==> src/sv/prds_pkg.sv <==
// Shared types and constants for the pixel replicate/decimate scaler.
package prds_pkg;

  localparam int unsigned MAX_WIDTH  = 4096;
  localparam int unsigned MAX_HEIGHT = 4096;

  localparam int unsigned CNT_W  = 12;
  localparam int unsigned ADDR_W = 15;
  localparam int unsigned PIX_W  = 8;
  localparam int unsigned REP_W  = 3;
  localparam int unsigned WID_W  = 13;
  localparam int unsigned CFG_IDX_W  = 3;
  localparam int unsigned CFG_DATA_W = 13;

  // Configuration register indexes
  localparam logic [CFG_IDX_W-1:0] CFG_MODE            = 3'd0;
  localparam logic [CFG_IDX_W-1:0] CFG_REPEAT_EXTRA    = 3'd1;
  localparam logic [CFG_IDX_W-1:0] CFG_EXTRA_PERIOD    = 3'd2;
  localparam logic [CFG_IDX_W-1:0] CFG_COL_EXTRA_LIMIT = 3'd3;
  localparam logic [CFG_IDX_W-1:0] CFG_ROW_EXTRA_LIMIT = 3'd4;
  localparam logic [CFG_IDX_W-1:0] CFG_DROP_PERIOD     = 3'd5;
  localparam logic [CFG_IDX_W-1:0] CFG_IN_WIDTH        = 3'd6;

  // Scaling modes
  localparam logic MODE_ENLARGE = 1'b0;
  localparam logic MODE_SHRINK  = 1'b1;

  // Largest repeat count honored; a setting of seven acts as six
  localparam logic [REP_W-1:0] REP_MAX = 3'd6;

  typedef struct packed {
    logic [PIX_W-1:0] pixel;
    logic             frame_start;
  } prds_in_t;

  typedef struct packed {
    logic [ADDR_W-1:0] out_row;
    logic [ADDR_W-1:0] out_col;
    logic [PIX_W-1:0]  out_pixel;
    logic              run_last;
  } prds_out_t;

  // Controller to datapath commands
  typedef struct packed {
    logic accept;
    logic emit;
  } prds_cmd_t;

  // Datapath to controller status
  typedef struct packed {
    logic any;
    logic last;
    logic slot_free;
  } prds_sts_t;

endpackage

==> src/sv/pixel_replicate_decimate_scaler_unit.sv <==
// Top level of the nearest-neighbor pixel replicate/decimate scaler.
//
// Input channel in_valid/in_ready/in_data carries one raster pixel per
// transaction, frame_start set on the first pixel of a frame. Output channel
// out_valid/out_ready/out_data carries one copy per transaction with its
// output row and column; run_last marks the last copy of an input pixel.
// The cfg channel writes one register per transaction and is always ready;
// the user must write it only while the block is idle, as the block itself
// does not enforce this. An input transaction latches the pixel and its block
// size; each copy is then loaded into the output register, which raises
// out_valid. A pixel occupies the block until its last copy is loaded, and a
// dropped pixel still passes through the emit state. The copy counter in the
// datapath loads one copy per cycle into the output register while the
// receiver does not stall.
// Reset clears the scan counters and loads the register defaults.
// When the receiver stalls, the output register holds its copy and the copy
// counter waits; no new input is taken until the block is done.
module pixel_replicate_decimate_scaler_unit (
  input  logic                            clk,
  input  logic                            rst_n,
  input  logic                            in_valid,
  output logic                            in_ready,
  input  prds_pkg::prds_in_t              in_data,
  output logic                            out_valid,
  input  logic                            out_ready,
  output prds_pkg::prds_out_t             out_data,
  input  logic                            cfg_valid,
  output logic                            cfg_ready,
  input  logic [prds_pkg::CFG_IDX_W-1:0]  cfg_index,
  input  logic [prds_pkg::CFG_DATA_W-1:0] cfg_data
);
  import prds_pkg::*;

  prds_cmd_t cmd;
  prds_sts_t sts;

  assign cfg_ready = 1'b1;

  prds_ctrl u_ctrl (
    .clk      (clk),
    .rst_n    (rst_n),
    .in_valid (in_valid),
    .in_ready (in_ready),
    .sts      (sts),
    .cmd      (cmd)
  );

  prds_dp u_dp (
    .clk       (clk),
    .rst_n     (rst_n),
    .in_data   (in_data),
    .out_valid (out_valid),
    .out_ready (out_ready),
    .out_data  (out_data),
    .cfg_valid (cfg_valid),
    .cfg_index (cfg_index),
    .cfg_data  (cfg_data),
    .cmd       (cmd),
    .sts       (sts)
  );

`ifndef SYNTHESIS
  // An accepted pixel takes the block out of idle
  a_accept_busy: assert property (@(posedge clk) disable iff (!rst_n)
    in_valid && in_ready |=> !in_ready)
    else $error("input accepted while a block is still in progress");

  // The last copy of a block returns the block to idle
  a_last_idle: assert property (@(posedge clk) disable iff (!rst_n)
    cmd.emit && sts.last |=> in_ready)
    else $error("block did not finish after its last copy");

  // No copy is loaded over one that has not been taken
  a_no_overwrite: assert property (@(posedge clk) disable iff (!rst_n)
    out_valid && !out_ready |-> !cmd.emit)
    else $error("copy loaded over a stalled output");
`endif

endmodule

==> src/sv/prds_ctrl.sv <==
// Controller state machine: sequences accept and copy emission.
module prds_ctrl (
  input  logic               clk,
  input  logic               rst_n,
  input  logic               in_valid,
  output logic               in_ready,
  input  prds_pkg::prds_sts_t sts,
  output prds_pkg::prds_cmd_t cmd
);
  import prds_pkg::*;

  localparam logic ST_IDLE = 1'b0;
  localparam logic ST_EMIT = 1'b1;

  logic state_r;
  logic state_nxt;

  // Accept only while idle; emit while the output slot is free
  always_comb begin
    in_ready   = (state_r == ST_IDLE);
    cmd.accept = (state_r == ST_IDLE) && in_valid;
    cmd.emit   = (state_r == ST_EMIT) && sts.any && sts.slot_free;
  end

  // Next state
  always_comb begin
    state_nxt = state_r;
    case (state_r)
      ST_IDLE: begin
        if (cmd.accept) begin
          state_nxt = ST_EMIT;
        end
      end
      ST_EMIT: begin
        if (!sts.any || (cmd.emit && sts.last)) begin
          state_nxt = ST_IDLE;
        end
      end
      default: state_nxt = ST_IDLE;
    endcase
  end

  always_ff @(posedge clk) begin
    if (!rst_n) begin
      state_r <= ST_IDLE;
    end else begin
      state_r <= state_nxt;
    end
  end

endmodule

==> src/sv/prds_dp.sv <==
// Datapath: config registers, scan counters, block copy counters, output register.
module prds_dp (
  input  logic                                clk,
  input  logic                                rst_n,
  input  prds_pkg::prds_in_t                  in_data,
  output logic                                out_valid,
  input  logic                                out_ready,
  output prds_pkg::prds_out_t                 out_data,
  input  logic                                cfg_valid,
  input  logic [prds_pkg::CFG_IDX_W-1:0]      cfg_index,
  input  logic [prds_pkg::CFG_DATA_W-1:0]     cfg_data,
  input  prds_pkg::prds_cmd_t                 cmd,
  output prds_pkg::prds_sts_t                 sts
);
  import prds_pkg::*;

  // Next phase of a period counter
  function automatic logic [CNT_W-1:0] phase_next(input logic [CNT_W-1:0] ph,
                                                  input logic [CNT_W-1:0] per,
                                                  input logic             hit);
    logic [CNT_W-1:0] nxt;
    nxt = ph + 1'b1;
    if (per == '0 || hit) begin
      nxt = '0;
    end
    return nxt;
  endfunction

  // Configuration registers
  logic              mode_r;
  logic [REP_W-1:0]  repeat_extra_r;
  logic [CNT_W-1:0]  extra_period_r, col_extra_limit_r, row_extra_limit_r, drop_period_r;
  logic [WID_W-1:0]  in_width_r;

  // Scan state
  logic [CNT_W-1:0]  in_col_r, in_row_r, col_phase_r, row_phase_r;
  logic [CNT_W-1:0]  col_extras_used_r, row_extras_used_r;
  logic [ADDR_W-1:0] out_col_base_r, out_row_base_r;
  logic [CNT_W-1:0]  in_col_nxt, in_row_nxt, col_phase_nxt, row_phase_nxt;
  logic [CNT_W-1:0]  col_extras_used_nxt, row_extras_used_nxt;
  logic [ADDR_W-1:0] out_col_base_nxt, out_row_base_nxt;

  // Block being emitted
  logic [ADDR_W-1:0] blk_row_r, blk_col_r;
  logic [PIX_W-1:0]  pix_r;
  logic [REP_W-1:0]  ncm1_r, nrm1_r, r_r, c_r;
  logic              any_r, out_valid_r;
  logic [REP_W-1:0]  ncm1_nxt, nrm1_nxt;
  logic              any_nxt;
  prds_out_t         out_data_r;

  // Effective state after frame start clear
  logic [CNT_W-1:0]  in_col_e, in_row_e, col_phase_e, row_phase_e;
  logic [CNT_W-1:0]  col_used_e, row_used_e;
  logic [ADDR_W-1:0] col_base_e, row_base_e;
  logic [WID_W-1:0]  width_e;
  logic [REP_W-1:0]  rep;
  logic [CNT_W-1:0]  period;
  logic              col_hit, row_hit, col_more, row_more, row_end;
  logic [1:0]        nrows_shr;
  logic [REP_W:0]    ncols, nrows;
  logic              copy_last;

  // Decode one accepted pixel into a block and the updated scan state
  always_comb begin
    if (in_data.frame_start) begin
      in_col_e = '0; in_row_e = '0; col_phase_e = '0; row_phase_e = '0;
      col_used_e = '0; row_used_e = '0; col_base_e = '0; row_base_e = '0;
    end else begin
      in_col_e = in_col_r; in_row_e = in_row_r;
      col_phase_e = col_phase_r; row_phase_e = row_phase_r;
      col_used_e = col_extras_used_r; row_used_e = row_extras_used_r;
      col_base_e = out_col_base_r; row_base_e = out_row_base_r;
    end

    width_e = in_width_r;
    if (in_width_r == '0) begin
      width_e = WID_W'(1);
    end else if (in_width_r > WID_W'(MAX_WIDTH)) begin
      width_e = WID_W'(MAX_WIDTH);
    end
    rep    = (repeat_extra_r > REP_MAX) ? REP_MAX : repeat_extra_r;
    period = (mode_r == MODE_SHRINK) ? drop_period_r : extra_period_r;

    col_hit = (period != '0) && (({1'b0, col_phase_e} + 1'b1) >= {1'b0, period});
    row_hit = (period != '0) && (({1'b0, row_phase_e} + 1'b1) >= {1'b0, period});

    col_more  = 1'b0;
    row_more  = 1'b0;
    ncm1_nxt  = '0;
    nrm1_nxt  = '0;
    nrows_shr = row_hit ? 2'd0 : 2'd1;
    if (mode_r == MODE_ENLARGE) begin
      col_more = col_hit && (col_used_e < col_extra_limit_r);
      row_more = row_hit && (row_used_e < row_extra_limit_r);
      ncm1_nxt = rep + REP_W'(col_more);
      nrm1_nxt = rep + REP_W'(row_more);
      any_nxt  = 1'b1;
    end else begin
      any_nxt  = !col_hit && !row_hit;
    end
    ncols = {1'b0, ncm1_nxt} + 1'b1;
    nrows = (mode_r == MODE_ENLARGE) ? ({1'b0, nrm1_nxt} + 1'b1) : (REP_W + 1)'(nrows_shr);

    // Column advance
    col_extras_used_nxt = col_used_e + CNT_W'(col_more);
    if (mode_r == MODE_ENLARGE) begin
      out_col_base_nxt = col_base_e + ADDR_W'(ncols);
    end else begin
      out_col_base_nxt = col_base_e + ADDR_W'(!col_hit);
    end
    col_phase_nxt = phase_next(col_phase_e, period, col_hit);

    // Row end: clear column state, advance row state
    row_end             = (({1'b0, in_col_e} + 1'b1) >= width_e);
    in_row_nxt          = in_row_e;
    row_phase_nxt       = row_phase_e;
    row_extras_used_nxt = row_used_e;
    out_row_base_nxt    = row_base_e;
    in_col_nxt          = in_col_e + 1'b1;
    if (row_end) begin
      in_col_nxt          = '0;
      col_phase_nxt       = '0;
      col_extras_used_nxt = '0;
      out_col_base_nxt    = '0;
      row_extras_used_nxt = row_used_e + CNT_W'(row_more);
      out_row_base_nxt    = row_base_e + ADDR_W'(nrows);
      row_phase_nxt       = phase_next(row_phase_e, period, row_hit);
      in_row_nxt          = (({1'b0, in_row_e} + 1'b1) >= WID_W'(MAX_HEIGHT)) ?
                            '0 : (in_row_e + 1'b1);
    end
  end

  // Configuration writes
  always_ff @(posedge clk) begin
    if (!rst_n) begin
      mode_r            <= MODE_ENLARGE;
      repeat_extra_r    <= '0;
      extra_period_r    <= '0;
      col_extra_limit_r <= '0;
      row_extra_limit_r <= '0;
      drop_period_r     <= CNT_W'(2);
      in_width_r        <= WID_W'(MAX_WIDTH);
    end else if (cfg_valid) begin
      case (cfg_index)
        CFG_MODE:            mode_r            <= cfg_data[0];
        CFG_REPEAT_EXTRA:    repeat_extra_r    <= cfg_data[REP_W-1:0];
        CFG_EXTRA_PERIOD:    extra_period_r    <= cfg_data[CNT_W-1:0];
        CFG_COL_EXTRA_LIMIT: col_extra_limit_r <= cfg_data[CNT_W-1:0];
        CFG_ROW_EXTRA_LIMIT: row_extra_limit_r <= cfg_data[CNT_W-1:0];
        CFG_DROP_PERIOD:     drop_period_r     <= cfg_data[CNT_W-1:0];
        CFG_IN_WIDTH:        in_width_r        <= cfg_data[WID_W-1:0];
        default: ;
      endcase
    end
  end

  // Scan state update on each accepted transaction
  always_ff @(posedge clk) begin
    if (!rst_n) begin
      in_col_r <= '0; in_row_r <= '0; col_phase_r <= '0; row_phase_r <= '0;
      col_extras_used_r <= '0; row_extras_used_r <= '0;
      out_col_base_r <= '0; out_row_base_r <= '0;
      any_r <= 1'b0;
    end else if (cmd.accept) begin
      in_col_r          <= in_col_nxt;
      in_row_r          <= in_row_nxt;
      col_phase_r       <= col_phase_nxt;
      row_phase_r       <= row_phase_nxt;
      col_extras_used_r <= col_extras_used_nxt;
      row_extras_used_r <= row_extras_used_nxt;
      out_col_base_r    <= out_col_base_nxt;
      out_row_base_r    <= out_row_base_nxt;
      any_r             <= any_nxt;
    end
  end

  // Latch the block origin and size
  always_ff @(posedge clk) begin
    if (cmd.accept) begin
      blk_row_r <= row_base_e;
      blk_col_r <= col_base_e;
      pix_r     <= in_data.pixel;
      ncm1_r    <= ncm1_nxt;
      nrm1_r    <= nrm1_nxt;
    end
  end

  // Walk the block in row-major order
  assign copy_last = (r_r == nrm1_r) && (c_r == ncm1_r);

  always_ff @(posedge clk) begin
    if (!rst_n) begin
      r_r <= '0;
      c_r <= '0;
    end else if (cmd.accept) begin
      r_r <= '0;
      c_r <= '0;
    end else if (cmd.emit) begin
      if (c_r == ncm1_r) begin
        c_r <= '0;
        r_r <= r_r + 1'b1;
      end else begin
        c_r <= c_r + 1'b1;
      end
    end
  end

  // Output register: load a copy, hold while stalled
  always_ff @(posedge clk) begin
    if (!rst_n) begin
      out_valid_r <= 1'b0;
    end else if (cmd.emit) begin
      out_valid_r <= 1'b1;
    end else if (out_ready) begin
      out_valid_r <= 1'b0;
    end
  end

  always_ff @(posedge clk) begin
    if (cmd.emit) begin
      out_data_r.out_row   <= blk_row_r + ADDR_W'(r_r);
      out_data_r.out_col   <= blk_col_r + ADDR_W'(c_r);
      out_data_r.out_pixel <= pix_r;
      out_data_r.run_last  <= copy_last;
    end
  end

  assign out_valid     = out_valid_r;
  assign out_data      = out_data_r;
  assign sts.any       = any_r;
  assign sts.last      = copy_last;
  assign sts.slot_free = !out_valid_r || out_ready;

endmodule

==> config.mk <==
export PLATFORM = sky130hd
export DESIGN_NAME = pixel_replicate_decimate_scaler_unit
export DESIGN_NICKNAME = d
export VERILOG_FILES = /design/src/sv/prds_pkg.sv /design/src/sv/pixel_replicate_decimate_scaler_unit.sv /design/src/sv/prds_ctrl.sv /design/src/sv/prds_dp.sv
export SDC_FILE = /design/constraint.sdc
export NUM_CORES = 1
export LEC_CHECK = 0
export BUFFER_PORTS_ARGS = -buffer_cell sky130_fd_sc_hd__buf_2
export CORE_MARGIN = 2
export CORE_UTILIZATION = 69
export CTS_BUF_LIST = sky130_fd_sc_hd__clkbuf_8
export DETAILED_ROUTE_END_ITERATION = 10
export PLACE_DENSITY = 0.94
export SKIP_CTS_REPAIR_TIMING = 1
export SLEW_MARGIN = 20
export SYNTH_ARGS = -nofsm -noshare
export SYNTH_HDL_FRONTEND = slang
export SYNTH_SLANG_ARGS = --single-unit
==> constraint.sdc <==
create_clock -name clk -period 10.9 [get_ports clk]
set_input_delay 1.635 -clock clk [delete_from_list [all_inputs] [get_ports clk]]
set_output_delay 1.635 -clock clk [all_outputs]
set_load 0.01 [all_outputs]
# Yosys cells after proc, flatten, opt, wreduce, memory -nomap -nowiden
# Index checks and enable logic that the tools add are counted.
dict set report totals {
  register_bits 247
  latch_bits 0
  ramBits 0
  romBits 0
  output_inout_bits 42
  n_memories 0
}
dict set report classes {
  addsub 19
  n_mul 0
  div_mod_pow 0
  order_cmp 7
  n_eq_ne 8
  shifts 0
  n_mux 34
  n_bitwise 2
  reduce_logical 32
}
# op n
set ops {}
lappend ops {{2-to-1 mux 12 bit} 13}
lappend ops {{2-to-1 mux 15 bit} 5}
lappend ops {{adder 12 x 1 -> 13 bit (second input constant)} 3}
lappend ops {{adder 12 x 1 -> 12 bit (second input constant)} 3}
lappend ops {{adder 15 x 3 -> 15 bit} 2}
lappend ops {{adder 15 x 4 -> 15 bit} 2}
lappend ops {{greater-or-equal comparator 13 x 12 -> 1 bit} 2}
lappend ops {{2-to-1 mux 13 bit} 2}
lappend ops {{adder 12 x 1 -> 12 bit} 2}
lappend ops {{less-than comparator 12 bit} 2}
lappend ops {{AND reduction 2 bit} 8}
lappend ops {{adder 15 x 1 -> 15 bit} 1}
lappend ops {{greater-or-equal comparator 13 bit} 1}
lappend ops {{greater-than comparator 13 bit (second input constant)} 1}
lappend ops {{zero test 13 bit} 1}
lappend ops {{zero test 12 bit} 1}
lappend ops {{2-to-1 mux 3 bit} 4}
lappend ops {{nonzero test 12 bit} 1}
lappend ops {{logical AND 1 bit} 10}
lappend ops {{== test 3 bit (second input constant)} 3}
lappend ops {{adder 3 x 1 -> 4 bit (second input constant)} 2}
lappend ops {{2-to-1 mux 1 bit} 8}
lappend ops {{adder 3 x 1 -> 3 bit} 2}
lappend ops {{adder 3 x 1 -> 3 bit (second input constant)} 2}
lappend ops {{12 further kinds} 21}

# Longest topological paths before layout
dict set report depth {
  word_depth 11
  ltp_mapped 31
  ltp_nobuf 26
}

# Modules after synthesis
# A second synthesis with hierarchy kept.
dict set report hier_totals {
  hier_cells 1421
  hier_area_um2 13056.3
}
# module n_inst cells_each area_each_um2 seq_area_each_um2
set by_module_without_submodules {}
lappend by_module_without_submodules {prds_dp 1 1412 12992.5 5755.5}
lappend by_module_without_submodules {prds_ctrl 1 7 52.6 20.0}
lappend by_module_without_submodules {pixel_replicate_decimate_scaler_unit 1 2 11.3 0.0}

# Worst setup path before layout
# Ideal clock, no wire load.
dict set report synth_timing {
  path_type {input-to-reg}
  from {input port in_data[0] in the netlist's numbering}
  to {register u_dp.out_row_base_r[14]}
  arrival_time_ns 7.220
  path_slack_ns 3.610
  cell_stages 31
  n_path_buf 5
  cell_sequence {clkbuf_1 -> buf_2 -> buf_1 -> buf_1 -> clkbuf_1 -> nor2b_1 -> ha_1 -> nand3_1 -> nor2_1 -> nand3_1 -> xor2_1 -> nor2_1 -> ha_1 -> nand4_1 -> nor3_1 -> a31oi_1 -> nand3_1 -> nand2_1 -> nor4_1 -> ha_1 -> nor2b_1 -> a31oi_1 -> ha_1 -> inv_1 -> fa_1 -> inv_1 -> a21o_1 -> a21oi_1 -> or3b_2 -> a211o_1 -> a21oi_1}
}
dict set report synth_between {
  elab_chain_len 11
  elab_cells_between_ends 18
  classes_between {add/sub: 5; order compare: 3; mux: 8; reduce/logical: 2}
}
# item line_no
set synth_lines {}
lappend synth_lines {{start: declaration} pixel_replicate_decimate_scaler_unit.sv:23} ;# input prds_pkg::prds_in_t in_data,
lappend synth_lines {{2-to-1 mux 12 bit} prds_dp.sv:66} ;# if (in_data.frame_start) begin
lappend synth_lines {{adder 12 x 1 -> 13 bit} prds_dp.sv:86} ;# row_hit = (period != '0) && (({1'b0, row_phase_e} + 1'b1) >= {1'b0, period});
lappend synth_lines {{greater-or-equal comparator 13 x 12 -> 1 bit} prds_dp.sv:86}
lappend synth_lines {{logical AND 1 bit} prds_dp.sv:86}
lappend synth_lines {{logical AND 1 bit (*)} prds_dp.sv:95} ;# row_more = row_hit && (row_used_e < row_extra_limit_r);
lappend synth_lines {{adder 3 x 1 -> 3 bit (*)} prds_dp.sv:97} ;# nrm1_nxt = rep + REP_W'(row_more);
lappend synth_lines {{2-to-1 mux 3 bit (*)} prds_dp.sv:93} ;# if (mode_r == MODE_ENLARGE) begin
lappend synth_lines {{named net u_dp.nrm1_nxt[0]} prds_dp.sv:48} ;# logic [REP_W-1:0] ncm1_nxt, nrm1_nxt;
lappend synth_lines {{adder 3 x 1 -> 4 bit (*)} prds_dp.sv:103} ;# nrows = (mode_r == MODE_ENLARGE) ? ({1'b0, nrm1_nxt} + 1'b1) : (REP_W + 1)'(nrows_shr);
lappend synth_lines {{2-to-1 mux 4 bit (*)} prds_dp.sv:103}
lappend synth_lines {{adder 15 x 4 -> 15 bit (*)} prds_dp.sv:127} ;# out_row_base_nxt = row_base_e + ADDR_W'(nrows);
lappend synth_lines {{2-to-1 mux 15 bit (*)} prds_dp.sv:121} ;# if (row_end) begin
lappend synth_lines {{end signal: assignment} prds_dp.sv:173} ;# out_row_base_r <= out_row_base_nxt;
lappend synth_lines {{end: declaration} prds_dp.sv:38} ;# logic [ADDR_W-1:0] out_col_base_r, out_row_base_r;
# The timed path passes the listed nets; every way through them passes the cells marked *.
# A chain may end at the register's enable or synchronous reset.

# Worst setup path after layout
# Ends and elaborated chain as after synthesis.

==> reports/qor.yml <==
outcome:
  status: "complete, no violations"
detailed_routing:
  drtAntennaViolNets: 0
  drt_pre_antenna_iters: 5
  wl_um: 31400
  vias: 10909
  route.detailed.wl_per_inst_um: 18.1
  routed_via_density: 6.28
  drtIter0Drc: 1136
  drc: 0
clock_network:
  htreeDepth: 2
  cts-root-buf: "clkbuf_8"
  ctsLongestPathBuffers: 3
  clkLatencyLatePin_ns: 0.58
  cts_tree: "built"
  numCtsBuffers: 40
  clock_sink_count: 247
  clkTransAtPathRegs_ns: 0.07
place:
  post-place-cells: 1662
  hpwl_um: 21200
  port_buffers: 70
  globalplace.congestion: 0.924
  dpl_cell_area_um2: 13400
sta:
  setup_viol: 0
  totalNegativeSetupSlack_ns: 0
  final-max-slew-violation-count: 0
  final_min_period_over_clock_period: 0.659
  period_needed_ns: 7.18
  skew_ns: 0.0397
  holdWs_ns: 0.420
  max_slew.worst_pin.slew_ns: 0.972
  finalHoldViolations: 0
  rsz0062_at_grt: "no"
  max_slew_margin: 0.350
  timing.fmax_ghz: 0.139
logic_synthesis:
  ys_ff_latch: 247
  synth_cell_types: 74
  async_reset_ff_frac: 0
  synth-main-ff-cell: "dfxtp_1"
  synth_cells: 1409
  synth_warnings: 0
  syn_area_um2: 12900
  yosysSeqAreaShare: 0.446
  synth_area_per_cell_um2: 9.19
  synth_edf_count: 83
  synth_nets: 1530
final_layout:
  final_common_cell: "nand2_1"
  final_cell_mix: "224 x nand2_1, 164 x dfxtp_1, 106 x a21oi_1"
  antenna_cells: 0
  final_net_count: 1591
  layout-drive-gt1-share: 0.111
  area_growth_pct: 10.0
  instances_no_fill: 1736
  stdcell_area_um2: 14200
floorplanning:
  die-area_um2: 19900
  start_util: 0.697
  die_w_um: 141
  ios: 72
  rows: 50
  core-area_um2: 18600
  fp.dieH_um: 141
worst_setup_path:
  reg2reg_to: "u_dp.out_row_base_r[14]$_SDFFE_PN0P_"
  startpoint_type: "input port"
  critPathKind: "in -> reg"
  cp.required_ns: 11.37
  cpPeakStageDelay_ns: 0.66
  cp.arrival_ns: 7.66
  cp_common_cell: "ha_1"
  cp_max_fo: 70
  cp-end-kind: "register"
  r2r_setup_slack_ns: 5.01
  slowest_stage: "buf_4"
  rr_startpoint: "u_dp.row_phase_r[0]$_SDFFE_PN0P_"
  reg2reg_depth: 25
power:
  ir_drop_v: 0.0000976
  p_per_area_nw_per_um2: 135
  leakage_uw: 0.00551
grt:
  grt_util_met2: 0.532
  track_usage: 0.313
  grt_use_met3: 0.0547
  antenna_found_initial: 0
  globalRouteOverflowTotal: 0
  grt_pass1_vias: 10369
  grt_max_degree: 81
  top_usage_layer: "met2"
  use_met1: 0.402
  grt_pass1_wl_um: 50500
hold_path:
  hold_path_depth: 0
  worstHoldStart: "u_dp.pix_r[1]$_DFFE_PP_"
  hold_path.class: "reg -> reg"
  whs_endpoint: "u_dp.out_data[2]$_DFFE_PP_"
run:
  cap_violations: 0
## flip-flops by register name (all words and copies together), names as in the netlist, 3 cells and up
name and flops:
u_dp.row_extra_limit_r 12, u_dp.repeat_extra_r 3, u_dp.blk_row_r 15, u_dp.c_r 3, u_dp.out_row_base_r 15, u_dp.row_extras_used_r 12
u_dp.drop_period_r 12, u_dp.ncm1_r 3, u_dp.r_r 3, u_dp.col_extras_used_r 12, u_dp.pix_r 8, u_dp.in_width_r 13
u_dp.blk_col_r 15, u_dp.in_col_r 12, u_dp.extra_period_r 12, u_dp.out_data 39, u_dp.col_extra_limit_r 12, u_dp.row_phase_r 12
u_dp.out_col_base_r 15, u_dp.col_phase_r 12, u_dp.nrm1_r 3
## worst max-delay path by stage
stage | startpoint | end | slack (ns) | cells past startpoint
after global placement | in_data[0] | u_dp.out_row_base_r[14]$_SDFFE_PN0P_ | 3.66 | 25
after detailed placement | in_data[0] | u_dp.out_col_base_r[13]$_SDFFE_PN0P_ | 3.27 | 24
final | in_data[0] | u_dp.out_row_base_r[14]$_SDFFE_PN0P_ | 3.72 | 25
after global routing | in_data[0] | u_dp.out_row_base_r[14]$_SDFFE_PN0P_ | 3.38 | 25
after floorplan | in_data[0] | u_dp.out_row_base_r[14]$_SDFFE_PN0P_ | 3.61 | 31
after CTS | in_data[0] | u_dp.out_col_base_r[11]$_SDFFE_PN0P_ | 3.85 | 24
## synthesized netlist by cell type, types with 14 or more instances
| cell | number | share of area |
|---|---|---|
| nand2_1 | 224 | 0.065 |
| dfxtp_1 | 164 | 0.25 |
| a21oi_1 | 106 | 0.041 |
| ha_1 | 87 | 0.084 |
| edfxtp_1 | 83 | 0.19 |
| nor2_1 | 77 | 0.022 |
| nor2b_1 | 67 | 0.032 |
| inv_1 | 59 | 0.017 |
| nand3_1 | 58 | 0.022 |
| clkbuf_1 | 45 | 0.013 |
| o21ai_0 | 42 | 0.016 |
| a22o_1 | 41 | 0.028 |
| xnor2_1 | 41 | 0.028 |
| xor2_1 | 33 | 0.022 |
| nand4_1 | 30 | 0.014 |
| nor3_1 | 25 | 0.0097 |
| mux2i_1 | 20 | 0.015 |
| and3_1 | 17 | 0.0082 |
| nand2b_1 | 14 | 0.0068 |
## layer usage
layer,up-vias,part of all wire
li1,5168,-
met1,5110,0.41
met2,549,0.48
met3,82,0.081
met4,0,0.028
met5,-,0
## critical path: cells and delay by family
| kind | cells | cell delay [ns] |
|---|---|---|
| XOR/XNOR | 1 | 0.18 |
| AND/OR/NAND/NOR | 10 | 2.25 |
| buffers and inverters | 4 | 1.16 |
| adder cells (fa/ha/maj) | 4 | 1.28 |
| AO/OA/AOI/OAI | 6 | 1.12 |
## per-stage QoR
step                total power (uW)  setup slack, ns  utilization
floorplan                       1090             3.61            -
global placement                1130             3.66        0.723
detailed placement              1140             3.27        0.723
CTS                             1940             3.85        0.766
global route                    1990             3.38        0.766
finish                          1930             3.72        0.766
## area by class of cell
type | count | area [um^2]
timing repair buffer | 83 | 448
multi-input combinational | 1039 | 6700
inverter | 59 | 221
fill | 1189 | 4340
sequential | 247 | 5780
clock buffer | 47 | 647
clock inverter | 27 | 154
tap | 234 | 293
## report_power, final
group	internal [uW]	switching (uW)	total, uW
Combinational	42.1	95.8	138
Sequential	974	14.0	988
Clock	421	382	803
Total	1440	491	1930
## cell families after synthesis
group                      share of synthesized area
and+or+nand+nor                                0.217
AOI/OAI and AO/OA                              0.142
other                                       0.000290
adders and majority gates                     0.0903
muxes                                         0.0163
buffers and inverters                         0.0379
DFF                                            0.446
xor gates and xnor gates                      0.0501
Power figures use the tool's default switching activity.
